File: config.mk
export PLATFORM = sky130hd
export DESIGN_NAME = i8rsmv_queue
export DESIGN_NICKNAME = d
export VERILOG_FILES = /design/src/rtl/i8rsmv_pkg.sv /design/src/rtl/i8rsmv_queue.sv
export SDC_FILE = /design/constraint.sdc
export NUM_CORES = 1
export LEC_CHECK = 0
export BUFFER_PORTS_ARGS = -buffer_cell sky130_fd_sc_hd__buf_2
export CAP_MARGIN = 10
export CORE_UTILIZATION = 50
export CTS_BUF_LIST = sky130_fd_sc_hd__clkbuf_8
export DETAILED_ROUTE_END_ITERATION = 10
export PLACE_DENSITY_LB_ADDON = 0.2
export SYNTH_ARGS = -nofsm -noshare
export SYNTH_HDL_FRONTEND = slang
export SYNTH_SLANG_ARGS = --single-unit
File: constraint.sdc
create_clock -name clk -period 4.8 [get_ports clk]
set_input_delay 0.24 -clock clk [delete_from_list [all_inputs] [get_ports clk]]
set_output_delay 0.24 -clock clk [all_outputs]
set_load 0.03 [all_outputs]
File: src/rtl/i8rsmv_pkg.sv
`timescale 1ns / 1ps
package i8rsmv_pkg;

	localparam int DEFAULT_VECTOR_LENGTH = 1024;
	localparam int DEFAULT_ACC_WIDTH = 40;
	localparam int QUEUE_DEPTH = 4;

	localparam int COLUMN_W = 10;
	localparam int ACT_W = 16;
	localparam int WEIGHT_W = 8;
	localparam int ROW_W = 16;
	localparam int SCALE_W = 16;
	localparam int PROD_W = ACT_W + WEIGHT_W;
	localparam int RESULT_W = 32;

	typedef enum logic {
		OP_LOAD_ACT = 1'b0,
		OP_WEIGHT   = 1'b1
	} op_t;

	typedef struct packed {
		op_t                        opcode;
		logic [COLUMN_W-1:0]        column;
		logic signed [ACT_W-1:0]    activation;
		logic signed [WEIGHT_W-1:0] weight;
		logic [ROW_W-1:0]           row;
		logic [SCALE_W-1:0]         row_scale;
		logic                       last_in_row;
	} in_item_t;

	typedef struct packed {
		logic [ROW_W-1:0]           row_index;
		logic signed [RESULT_W-1:0] product;
		logic                       saturated;
	} out_item_t;

	// one weight with its activation already fetched
	typedef struct packed {
		logic signed [WEIGHT_W-1:0] weight;
		logic signed [ACT_W-1:0]    act;
		logic [ROW_W-1:0]           row;
		logic [SCALE_W-1:0]         row_scale;
		logic                       last_in_row;
	} work_item_t;

endpackage

File: src/rtl/i8rsmv_queue.sv
`timescale 1ns / 1ps
module i8rsmv_queue import i8rsmv_pkg::*; (
	input  logic       clk,
	input  logic       arst_n,
	input  logic       push_valid,
	output logic       push_ready,
	input  work_item_t push_data,
	output logic       pop_valid,
	input  logic       pop_ready,
	output work_item_t pop_data
);

	localparam int PW = $clog2(QUEUE_DEPTH);
	localparam int CW = $clog2(QUEUE_DEPTH + 1);

	work_item_t        entry_q [QUEUE_DEPTH];
	logic [PW-1:0]     wr_ptr_q;
	logic [PW-1:0]     rd_ptr_q;
	logic [CW-1:0]     count_q;
	logic              push;
	logic              pop;

	assign push_ready = count_q != CW'(QUEUE_DEPTH);
	assign pop_valid  = count_q != '0;
	assign push       = push_valid && push_ready;
	assign pop        = pop_valid && pop_ready;
	assign pop_data   = entry_q[rd_ptr_q];

	always_ff @(posedge clk) begin
		if (push) begin
			entry_q[wr_ptr_q] <= push_data;
		end
	end

	always_ff @(posedge clk or negedge arst_n) begin
		if (!arst_n) begin
			wr_ptr_q <= '0;
			rd_ptr_q <= '0;
			count_q  <= '0;
		end else begin
			if (push) begin
				wr_ptr_q <= (wr_ptr_q == PW'(QUEUE_DEPTH - 1)) ? '0 : wr_ptr_q + 1'b1;
			end
			if (pop) begin
				rd_ptr_q <= (rd_ptr_q == PW'(QUEUE_DEPTH - 1)) ? '0 : rd_ptr_q + 1'b1;
			end
			unique case ({push, pop})
				2'b10:   count_q <= count_q + 1'b1;
				2'b01:   count_q <= count_q - 1'b1;
				default: count_q <= count_q;
			endcase
		end
	end

endmodule

# Yosys cells after proc, flatten, opt, wreduce, memory -nomap -nowiden
# Memory sizes are Yosys's and may differ from the RTL's.
# Index checks and enable logic that the tools add are counted.
[word_totals]
mem_bits_ro = 0
in_bits = 61
latchBits = 0
out_inout_bits = 59
word_cells = 22
ramBits = 228
reg_bits = 7
mem_count = 1
[mem_list]
columns = ["name", "words", "word_bits", "read_ports", "rd_clocked_by_memory_dff", "wr", "line_no", "rtl"]
rows = [
  ["entry_q", 4, 57, 1, 0, 1, "i8rsmv_queue.sv:16", "work_item_t entry_q [QUEUE_DEPTH];"],
]
[classes]
n_reduce_logical = 4
div = 0
n_addsub = 4
order_cmp = 0
bitwise_logic = 0
eq_ne = 5
mul = 0
mux = 5
shifts = 0
[ops]
columns = ["op", "n"]
rows = [
  ["== test 2 bit (second input constant)", 3],
  ["one-hot mux 3 bit (2 select lines)", 1],
  ["adder 2 x 1 -> 2 bit (second input constant)", 2],
  ["two-way mux 2 bit", 2],
  ["adder 3 x 1 -> 3 bit (second input constant)", 1],
  ["!= test 3 bit (second input constant)", 1],
  ["nonzero test 3 bit", 1],
  ["subtractor 3 x 1 -> 3 bit (second input constant)", 1],
  ["== test 2 x 1 -> 1 bit (second input constant)", 1],
  ["logical AND 1 bit", 2],
  ["two-way mux 1 bit", 2],
  ["nonzero test 2 bit", 1],
]

# Logic depth before layout (Yosys ltp)
[depth]
word_depth = 4
depth_mapped = 9
depth_no_buf = 9

# Worst setup path after synthesis
# OpenSTA, ideal clock, no wires.
[synth_timing]
path_type = "reg2reg"
startpoint = "register count_q[0]"
endpoint = "register count_q[2]"
t_required_ns = 4.721
setup_slack_ns = 2.655
path_stages_with_launch = 10
arrival_ns = 2.066
period_less_slack_ns = 2.145
setup_time_ns = 0.079
path_buffers = 0
path_cell_list = "dfrtp_1 or3b_4 and2_4 inv_1 ha_1 inv_1 fa_1 xor2_1 nor2_1 xor2_1"
[synth_between]
elab_chain_cells = 4
elab_cells_between_ends = 10
classes_between = "add/sub: 2; eq/ne: 3; mux: 1; reduce/logical: 4"
[synth_lines]
columns = ["element", "line_no", "rtl"]
rows = [
  ["start, declared", "i8rsmv_queue.sv:19", "logic [CW-1:0] count_q;"],
  ["start signal, assigned", "i8rsmv_queue.sv:48", "2'b10: count_q <= count_q + 1'b1;"],
  ["start signal, assigned", "i8rsmv_queue.sv:49", "2'b01: count_q <= count_q - 1'b1;"],
  ["start signal, assigned", "i8rsmv_queue.sv:50", "default: count_q <= count_q;"],
  ["!= test 3 bit (*)", "i8rsmv_queue.sv:23", "assign push_ready = count_q != CW'(QUEUE_DEPTH);"],
  ["named net push_ready", "i8rsmv_queue.sv:6", "output logic push_ready,"],
  ["logical AND 1 bit (*)", "i8rsmv_queue.sv:25", "assign push = push_valid && push_ready;"],
  ["== test 2 x 1 -> 1 bit / == test 2 bit (equally long branches)", "i8rsmv_queue.sv:47", "unique case ({push, pop})"],
  ["one-hot mux 3 bit (2 select lines) / nonzero test 2 bit (equally long branches)", "-", ""],
]
# The timed path passes the listed nets; every way through them passes the cells marked *.
# A chain may end at the register's enable or synchronous reset.

==> flow_summary.ini <==
[pwr]
p_leak_nw = 3.82
ir_drop_mv = 0.302
p_total_w = 0.00672
p_per_area_nw_per_um2 = 624

[global_route]
overflow = 0
grt_pass1_vias = 4417
grt_start_max_net_pins = 58
grtUsageTotal_pct = 17.9
grt_pass1_wl_um = 23600
antenna_found_initial = 0

[logic_synthesis]
synth_edf_count = 228
ys_ff_latch = 235
synth_top_area_share_pct = 78.9
synth_area_um2 = 8670
synthDistinctLibCells = 21
synthCells = 338
ys_seq_area_share_pct = 81.0
ys_async_sr_fraction_pct = 2.98
syn_avg_cell_area_um2 = 25.7
syn_nets = 406
synth_flop_cell = edfxtp_1
yosysMostFrequentCell = edfxtp_1
synth_commonest_cells = edfxtp_1 (228), mux4_2 (57), dfrtp_1 (7), inv_1 (7), ha_1 (6)
synth_warnings = 0
yosysTopAreaCell = edfxtp_1
synth_area_leaders = edfxtp_1 (79%), mux4_2 (15%), dfrtp_1 (2.0%), ha_1 (0.87%), and3_2 (0.35%)

[finish]
drive_gt1_share_pct = 41.7
antenna_cells = 0
syn_to_final_growth_pct = 24.2
num-nets-final = 613

[sta]
setup_viol = 0
final_hold_viol_count = 0
worst_slew_pin_slew_ns = 0.903
relSlewSlack_pct = 39.8
clock-skew-final_ns = 0.0167
slew_violations = 0
hold_ws_ns = 0.106
setup-tns-final_ns = 0
setup_ws_ns = 1.84
layout_worst_path_cycle_share_pct = 61.7
fin_crit_ns = 2.96
fmax_ghz = 0.338
rsz0062_at_grt = no

[placed_design]
place_congestion = 0.750
dp_hpwl_um = 8350
io_buffers = 119
pre_cts_slack_ns = 2.27

[die]
initial_core_util_pct = 51.7
die_y_um = 134
ios = 120
rows = 47
die_w_um = 134
die-area_um2 = 17900
core_area_um2 = 16800

[route]
drcViolationCount = 0
wl_um = 15000
final_antenna_net_count = 0
drt-vias-per-instance = 5.17
num_vias = 4088
drtPass1Iterations = 4
routedWlPerCell_um = 19.0
first_iter_violations = 171

[clock_tree]
cts_buffers = 39
cts_buffer_depth = 3
insertion_delay_ns = 0.52
cts_tree = yes
clk_pin_slew_ns = 0.06
cts-root-buf = clkbuf_8
cts.sinks = 235
cts-resized-gates = 0
htree_levels = 2

[critical_path]
crit_chain = buf_4 -> mux4_2 -> buf_2
reg2reg_slack_ns = 2.56
r2r_start = count_q[0]
cp_data_arrival_time_ns = 2.72
critPathMaxStageDelay_ns = 0.98
critPathCaptureType = primary output
critPathLaunchType = register
slowest_stage = dfrtp_4
r2r-end = count_q[2]
cp_data_required_time_ns = 4.56
crit_fanout = 43
critical_path_class = register to primary output
r2r_cells = 9

[job]
cap_violations = 0

[hold_path]
min_path_type = input pin to async pin

[run_status]
outcome = completed
-- registers in the layout (all words and copies together) (netlist names) --
signal,cells
count_q,3
entry_q,228
rd_ptr_q,2
wr_ptr_q,2
-- cell families after synthesis --
group                      synth area share (%)
buffers and inverters                      1.27
adders and majority gates                  1.10
xor gates and xnor gates                  0.303
DFF                                        81.0
and+or+nand+nor                           0.837
muxes                                      15.5
-- cell type report --
cell class / instances / area [um^2]
Clock inverter: 26 / 130
Tap cell: 220 / 275
Multi-Input combinational cell: 83 / 1560
Inverter: 7 / 26.3
Fill cell: 1166 / 5990
Clock buffer: 41 / 564
Sequential cell: 235 / 7030
Timing Repair Buffer: 179 / 1190
-- placed cells by master (no fill, tap or decap) --
cell type and count:
edfxtp_1 228, clkinv_2 5, buf_4 2, mux2i_1 1
or3_2 1, bufinv_16 1, and3_4 4, dlygate4sd3_1 58
and2_4 1, clkbuf_8 41, fa_1 1, dfrtp_4 1
dfrtp_2 1, clkinv_1 6, buf_2 119, mux2_2 2
dfrtp_1 5, mux2_4 2, mux4_2 57, or3b_4 1
nor2_1 3, xor2_1 2, nand2_1 1, inv_1 21
xnor2_1 1, ha_1 6
-- metal layers --
metal	vias up	GRT usage (%)	part of all wire [%]
li1	1857	-	-
met1	2086	22.7	42
met2	121	29.9	51
met3	24	4.00	5.0
met4	0	7.58	1.9
met5	-	0	0
-- how the worst max path moves through the flow --
stage,start,to
finish,rd_ptr_q[0],pop_data[29]
global route,rd_ptr_q[0],pop_data[29]
CTS,rd_ptr_q[0],pop_data[29]
detailed placement,rd_ptr_q[0],pop_data[29]
global placement,rd_ptr_q[0],pop_data[42]
floorplan,count_q[0],count_q[2]
-- power by group --
group	internal (W)	switching [W]
Sequential	0.00272	0.000239
Clock	0.000839	0.000719
Combinational	0.000865	0.00133
Total	0.00443	0.00229
-- timing repair --
action	in CTS	in global routing
hold endpoints to repair	235	0
buffers inserted	0	0
hold buffers	58	0
-- per-stage QoR --
step	std cells	utilization, %	cell area, um^2
2_1_floorplan	338	-	8670
3_3_place_gp	666	56.6	9490
3_5_place_dp	666	56.6	9490
4_1_cts	791	64.3	10800
5_1_grt	791	64.3	10800
6_report	791	64.3	10800
-- worst max-delay path: cells and delay by family, from the launching register on --
kind,cells,cell delay [ns]
mux,1,0.56
buf+inv,2,0.65
flops,1,0.98
No activity file was read; power rests on OpenSTA's default activity.
