--- config.mk ---
export PLATFORM = sky130hd
export DESIGN_NAME = i8rsmv_back
export DESIGN_NICKNAME = d
export VERILOG_FILES = /design/src/rtl/i8rsmv_pkg.sv /design/src/rtl/i8rsmv_back.sv
export SDC_FILE = /design/constraint.sdc
export NUM_CORES = 2
export LEC_CHECK = 0
export BUFFER_PORTS_ARGS = -buffer_cell sky130_fd_sc_hd__buf_2
export CAP_MARGIN = 5
export CORE_ASPECT_RATIO = 1.75
export CORE_UTILIZATION = 35
export CTS_CLUSTER_DIAMETER = 50
export CTS_CLUSTER_SIZE = 25
export DETAILED_ROUTE_END_ITERATION = 8
export GPL_TIMING_DRIVEN = 0
export REMOVE_ABC_BUFFERS = 1
export SLEW_MARGIN = 20
export SYNTH_ARGS = -nofsm -noshare
export SYNTH_HDL_FRONTEND = slang
export SYNTH_SLANG_ARGS = --single-unit
--- constraint.sdc ---
create_clock -name clk -period 25.6 [get_ports clk]
set_clock_uncertainty 0.15 [all_clocks]
set_input_delay 7.68 -clock clk [delete_from_list [all_inputs] [get_ports clk]]
set_output_delay 7.68 -clock clk [all_outputs]
set_load 0.005 [all_outputs]
--- src/rtl/i8rsmv_pkg.sv ---
`timescale 1ns / 1ps
package i8rsmv_pkg;

	localparam int DEFAULT_VECTOR_LENGTH = 1024;
	localparam int DEFAULT_ACC_WIDTH = 40;
	localparam int QUEUE_DEPTH = 4;

	localparam int COLUMN_W = 10;
	localparam int ACT_W = 16;
	localparam int WEIGHT_W = 8;
	localparam int ROW_W = 16;
	localparam int SCALE_W = 16;
	localparam int PROD_W = ACT_W + WEIGHT_W;
	localparam int RESULT_W = 32;

	typedef enum logic {
		OP_LOAD_ACT = 1'b0,
		OP_WEIGHT   = 1'b1
	} op_t;

	typedef struct packed {
		op_t                        opcode;
		logic [COLUMN_W-1:0]        column;
		logic signed [ACT_W-1:0]    activation;
		logic signed [WEIGHT_W-1:0] weight;
		logic [ROW_W-1:0]           row;
		logic [SCALE_W-1:0]         row_scale;
		logic                       last_in_row;
	} in_item_t;

	typedef struct packed {
		logic [ROW_W-1:0]           row_index;
		logic signed [RESULT_W-1:0] product;
		logic                       saturated;
	} out_item_t;

	// one weight with its activation already fetched
	typedef struct packed {
		logic signed [WEIGHT_W-1:0] weight;
		logic signed [ACT_W-1:0]    act;
		logic [ROW_W-1:0]           row;
		logic [SCALE_W-1:0]         row_scale;
		logic                       last_in_row;
	} work_item_t;

endpackage

--- src/rtl/i8rsmv_back.sv ---
`timescale 1ns / 1ps
module i8rsmv_back import i8rsmv_pkg::*; #(
	parameter int ACC_WIDTH = DEFAULT_ACC_WIDTH
) (
	input  logic       clk,
	input  logic       arst_n,
	input  logic       pop_valid,
	output logic       pop_ready,
	input  work_item_t pop_data,
	output logic       out_valid,
	input  logic       out_ready,
	output out_item_t  out_data
);

	// signed sum times a 17-bit non-negative scale
	localparam int SW = ACC_WIDTH + SCALE_W + 1;
	localparam logic signed [SW-1:0] HALF_LSB = SW'(32'sd32768);
	localparam logic signed [SW-1:0] MAX_RES = SW'(32'sh7fffffff);
	localparam logic signed [SW-1:0] MIN_RES = -(MAX_RES + SW'(1));

	logic advance;

	logic                     valid_s1;
	logic signed [PROD_W-1:0] prod_s1;
	logic [ROW_W-1:0]         row_s1;
	logic [SCALE_W-1:0]       scale_s1;
	logic                     last_s1;

	logic signed [ACC_WIDTH-1:0] acc_q;
	logic signed [ACC_WIDTH-1:0] acc_next;

	logic                        valid_s2;
	logic signed [ACC_WIDTH-1:0] sum_s2;
	logic [ROW_W-1:0]            row_s2;
	logic [SCALE_W-1:0]          scale_s2;

	logic                 valid_s3;
	logic signed [SW-1:0] scaled_s3;
	logic [ROW_W-1:0]     row_s3;

	logic signed [SW-1:0] rounded;
	logic                 over;
	logic                 under;
	out_item_t            result;
	out_item_t            out_q;
	logic                 out_valid_q;

	assign advance   = !out_valid_q || out_ready;
	assign pop_ready = advance;
	assign acc_next  = acc_q + ACC_WIDTH'(prod_s1);

	always_ff @(posedge clk) begin
		if (advance) begin
			prod_s1  <= PROD_W'(pop_data.weight) * PROD_W'(pop_data.act);
			row_s1   <= pop_data.row;
			scale_s1 <= pop_data.row_scale;
			last_s1  <= pop_data.last_in_row;
			sum_s2   <= acc_next;
			row_s2   <= row_s1;
			scale_s2 <= scale_s1;
			scaled_s3 <= SW'(sum_s2) * SW'($signed({1'b0, scale_s2}));
			row_s3   <= row_s2;
			out_q    <= result;
		end
	end

	always_ff @(posedge clk or negedge arst_n) begin
		if (!arst_n) begin
			valid_s1    <= 1'b0;
			valid_s2    <= 1'b0;
			valid_s3    <= 1'b0;
			out_valid_q <= 1'b0;
			acc_q       <= '0;
		end else if (advance) begin
			valid_s1    <= pop_valid;
			valid_s2    <= valid_s1 && last_s1;
			valid_s3    <= valid_s2;
			out_valid_q <= valid_s3;
			if (valid_s1) begin
				acc_q <= last_s1 ? '0 : acc_next;
			end
		end
	end

	// round half up, then floor divide by 2^16
	always_comb begin
		rounded          = (scaled_s3 + HALF_LSB) >>> 16;
		over             = rounded > MAX_RES;
		under            = rounded < MIN_RES;
		result.row_index = row_s3;
		result.saturated = over || under;
		priority if (over) begin
			result.product = MAX_RES[RESULT_W-1:0];
		end else if (under) begin
			result.product = MIN_RES[RESULT_W-1:0];
		end else begin
			result.product = rounded[RESULT_W-1:0];
		end
	end

	assign out_valid = out_valid_q;
	assign out_data  = out_q;

endmodule

Yosys cells after proc, flatten, opt, wreduce, memory -nomap -nowiden
Index checks and enable logic that the tools add are counted.
{"block": "totals", "wordCells": 30, "inputBits": 61, "ramBits": 0, "rom_bits": 0, "reg_bits": 295, "latchBits": 0, "memories": 0, "output_inout_bits": 51}
{"block": "op_classes", "n_addsub": 2, "bitwise_logic": 0, "n_eq_ne": 0, "muxes": 2, "n_lt_le_gt_ge": 2, "multipliers": 2, "reduce_logical": 5, "n_shift": 0, "n_div": 0}
{"op": "$add 57x17->57 const B", "n": 1}
{"op": "$mul 40x17->57", "n": 1}
{"op": "$gt 41x32->1 const B", "n": 1}
{"op": "$lt 41x32->1 const B", "n": 1}
{"op": "$add 40x24->40", "n": 1}
{"op": "$mux 40", "n": 1}
{"op": "$mux 32", "n": 1}
{"op": "$mul 8x16->24", "n": 1}
{"op": "$logic_or 1x1->1", "n": 2}
{"op": "$reduce_and 2->1", "n": 1}
{"op": "$logic_and 1x1->1", "n": 1}
{"op": "$logic_not 1->1", "n": 1}

Depth between registers and ports, before layout
{"block": "logic_depth", "depth_word": 3, "ltp_mapped": 25, "mapped_depth_nobuf": 24}

Least setup slack after synthesis
Ideal clock, no wire load.
{"block": "synth_path", "kind": "input to output", "from": "input port out_ready", "to": "output port pop_ready", "required_time_ps": 17770, "path_buffers": 1, "stages": 2, "arrival_time_ps": 14421, "setup_slack_ps": 3349, "path_cell_list": "nand2b_1 > clkbuf_1"}
{"block": "synth_between", "elab_chain_cells": 1}
{"item": "start, declared", "line_no": "i8rsmv_back.sv:11", "rtl": "input logic out_ready,"}
{"item": "$logic_or 1x1->1", "line_no": "i8rsmv_back.sv:48", "rtl": "assign advance = !out_valid_q || out_ready;"}
{"item": "end, declared", "line_no": "i8rsmv_back.sv:8", "rtl": "output logic pop_ready,"}
Every way passes these cells.

Final worst setup path
Ends and elaborated chain as after synthesis.

==> summary.md <==
| Metric | Value |
|---|---|
| Total GRT Usage | 0.170 |
| Ys Warns | 0 |
| Clk slew on worst S/H paths | 60 ps |
| Hold wc startpoint | scale_s1[0] |
| Nets | 4736 |
| Synth cell types | 68 |
| Hold endpoint | scale_s2[0] |
| ANT nets after route | 0 |
| Die Width | 249 µm |
| Tcrit/Tclk final | 0.665 |
| Cells on worst reg2reg path | 25 |
| Largest net degree at the start of global routing | 54 |
| FF-to-FF setup slack | 17310 ps |
| Skew-Pair Late Insertion Delay | 590 ps |
| Initial Util | 0.353 |
| CP Cell Sequence | buf_2 > nand2b_4 > buf_16 > buf_16 > buf_2 |
| First-pass GRT wire length | 144000 µm |
| Hold Crit Depth | 0 |
| Met2 wire len | 49000 µm |
| DR pass1 iterations | 5 |
| Bufs and invs on worst path | 4 |
| Worst endpoint data arrival time | 9190 ps |
| Inserted Diodes | 0 |
| Launching point of the worst reg2reg path | scale_s2[8] |
| Synth Cell Area | 37400 µm² |
| Ys async rst share | 0.157 |
| Via density | 4.87 |
| Clock root buffer | clkbuf_16 |
| Dpl hpwl | 69900 µm |
| Core Util, Final | 0.389 |
| Row cnt | 158 |
| Post-route DRC | 0 |
| Layout area overhead | 10.1% |
| CP max stage delay | 570 ps |
| Max-slew headroom | 0.430 |
| Synth Instances | 3692 |
| H-tree levels | 2 |
| RSZ-0062 raised after global routing | false |
| Post-CTS setup buffers | 0 |
| Clock Path Buffers | 3 |
| Die height | 435 µm |
| Final setup viols | 0 |
| Total clock sinks | 280 |
| Synth Register Bits | 280 |
| TNS Setup | 0 ps |
| Initial DRC count | 1095 |
| DR top layer | met5 |
| Main synth FF type | edfxtp_1 |
| Share of layout cells above drive strength 1 | 0.0727 |
| Worst hold margin | 271 ps |
| Worst Tran Pin Value | 855 ps |
| Input/output buffers | 111 |
| Startpoint types | primary input |
| Vias in the first global route | 27781 |
| GPL Wtd Cong | 0.859 |
| Top cell type's share of synthesized area | 0.376 |
| Slowest CP cell | nand2b_4 |
| Status | finished, final reports clean |
| Top post-synthesis cells by area | fa_1 38%, edfxtp_1 19%, inv_1 8.3% |
| Max-cap viol count | 0 |
| Final worst path period need | 17020 ps |
| Slew Limit Fails | 0 |
| Worst R2R End | scaled_s3[56] |
| Inserted Clock Buffers | 35 |
| Post-CTS Hold Fix Bufs | 0 |
| Fin. Hold Viols | 0 |
| Antenna violations before repair | 1 |
| Crit path max-delay family | buffers and inverters |
| Mapped Avg Cell Area | 10.1 µm² |
| Final wirelength | 87500 µm |
| Grt ovf | 0 |
| Core ar. | 106000 µm² |
| Sequential fraction of the synthesis area | 0.219 |
| Die outline area | 108000 µm² |
| DR vias | 25066 |
| CTS tree | done |
| Worst Setup Path Type | in -> out |
| EDFF count, synth | 236 |
| Hold Path Class | reg -> reg |
| Leading area contributor after synthesis | fa_1 |
| Met3 wire len | 2980 µm |
| Endpoint class of the critical path | primary output |
| I/O pin count | 112 |
| Critical Path RT | 17770 ps |
| Post-cts sizing count | 0 |
| Largest fanout on the critical path | 51 |
| Fmax | 58.7 MHz |
| Routed met1 length | 31700 µm |
| Routed len/inst | 17.0 µm |
## registers in the layout (all words and copies together), names as in the netlist
register / flops
valid_s1: 1
sum_s2: 40
valid_s2: 1
valid_s3: 1
out_data: 49
row_s2: 16
prod_s1: 24
scale_s2: 16
scale_s1: 16
out_valid: 1
scaled_s3: 42
row_s1: 16
acc_q: 40
last_s1: 1
row_s3: 16
## cell usage after synthesis (9+ instances only)
master and n:
a31oi_1 9, nand3_1 32, nor3_1 15, and4_1 9, ha_1 216, a21o_1 46, fa_1 703, nor2_1 57
o21ai_2 26, nand2_1 498, o21a_1 10, nand2b_1 20, inv_1 827, a21oi_1 77, a211oi_1 12, o21ai_0 54
and2_1 336, o21bai_1 10, nor2b_1 15, edfxtp_1 236, xnor2_1 86, nand4_1 18, a22o_1 33, and3_1 20
xor2_1 54, clkbuf_1 125, dfrtp_1 44
## stage by stage
step,instances,area (µm²),worst slack (ps)
after floorplan,3560,36900,4210
after global placement,5031,39100,224
after detailed placement,5079,40000,8520
after CTS,5143,41200,8540
after global routing,5143,41200,8450
final,5143,41200,8580
## final cells by class
| cell class | count | area, µm² |
|---|---|---|
| tap | 1360 | 1700 |
| clock buffer | 36 | 880 |
| fill | 10500 | 64800 |
| clock inverter | 28 | 355 |
| multi-input combinational | 2453 | 25600 |
| sequential | 280 | 8190 |
| inverter | 827 | 3100 |
| timing repair buffer | 159 | 1350 |
## placed cells by master, fill, tap and decap left out, types with 56 or more instances in the layout
cell,synthesis,final
edfxtp_1,236,236
nor2_1,57,56
xnor2_1,86,86
inv_1,827,827
and2_1,336,336
nand2_1,498,497
buf_2,3,110
a21oi_1,77,77
fa_1,703,703
ha_1,216,216
## worst max path at each step
stage / startpoint / depth (start not counted) / slack (ps) / to
after floorplan: out_ready / 1 / 4210 / pop_ready
after global placement: out_ready / 3 / 220 / pop_ready
after detailed placement: out_ready / 5 / 8520 / pop_ready
after CTS: out_ready / 5 / 8540 / pop_ready
after global routing: out_ready / 5 / 8450 / pop_ready
final: out_ready / 5 / 8580 / pop_ready
## metal layers
metal  vias to the layer above  global-route usage
met1                     12923               0.177
li1                      11414                   -
met5                         -                   0
met4                         2              0.0726
met3                       205              0.0159
met2                       522               0.341
## cell families (layout without fill, tap and decap cells)
kind of cell / count (synthesis) / count (layout) / synth area share
AOI/OAI and AO/OA: 343 / 343 / 0.0639
muxes: 4 / 4 / 0.00120
xor gates and xnor gates: 140 / 140 / 0.0328
buffers and inverters: 959 / 1050 / 0.0970
and+or+nand+nor: 1047 / 1047 / 0.138
DFF: 280 / 280 / 0.219
adders and majority gates: 919 / 919 / 0.448
## worst register-to-register path: stages (launching register included)
cell,delay (ps)
edfxtp_1,820
buf_8,280
buf_8,190
nand2_1,90
fa_1,510
inv_1,60
fa_1,510
inv_1,50
fa_1,480
inv_1,60
fa_1,520
fa_1,550
inv_1,50
fa_1,520
inv_1,40
ha_1,330
and4_1,260
and2_1,140
o211ai_1,260
and2_1,320
o2111ai_1,370
nand3_1,350
o31a_1,400
o21a_1,240
o211a_1,220
a311o_1,310
Power is not shown: default switching activity piles up to over one toggle a cycle in this logic, so the estimate is an artifact.
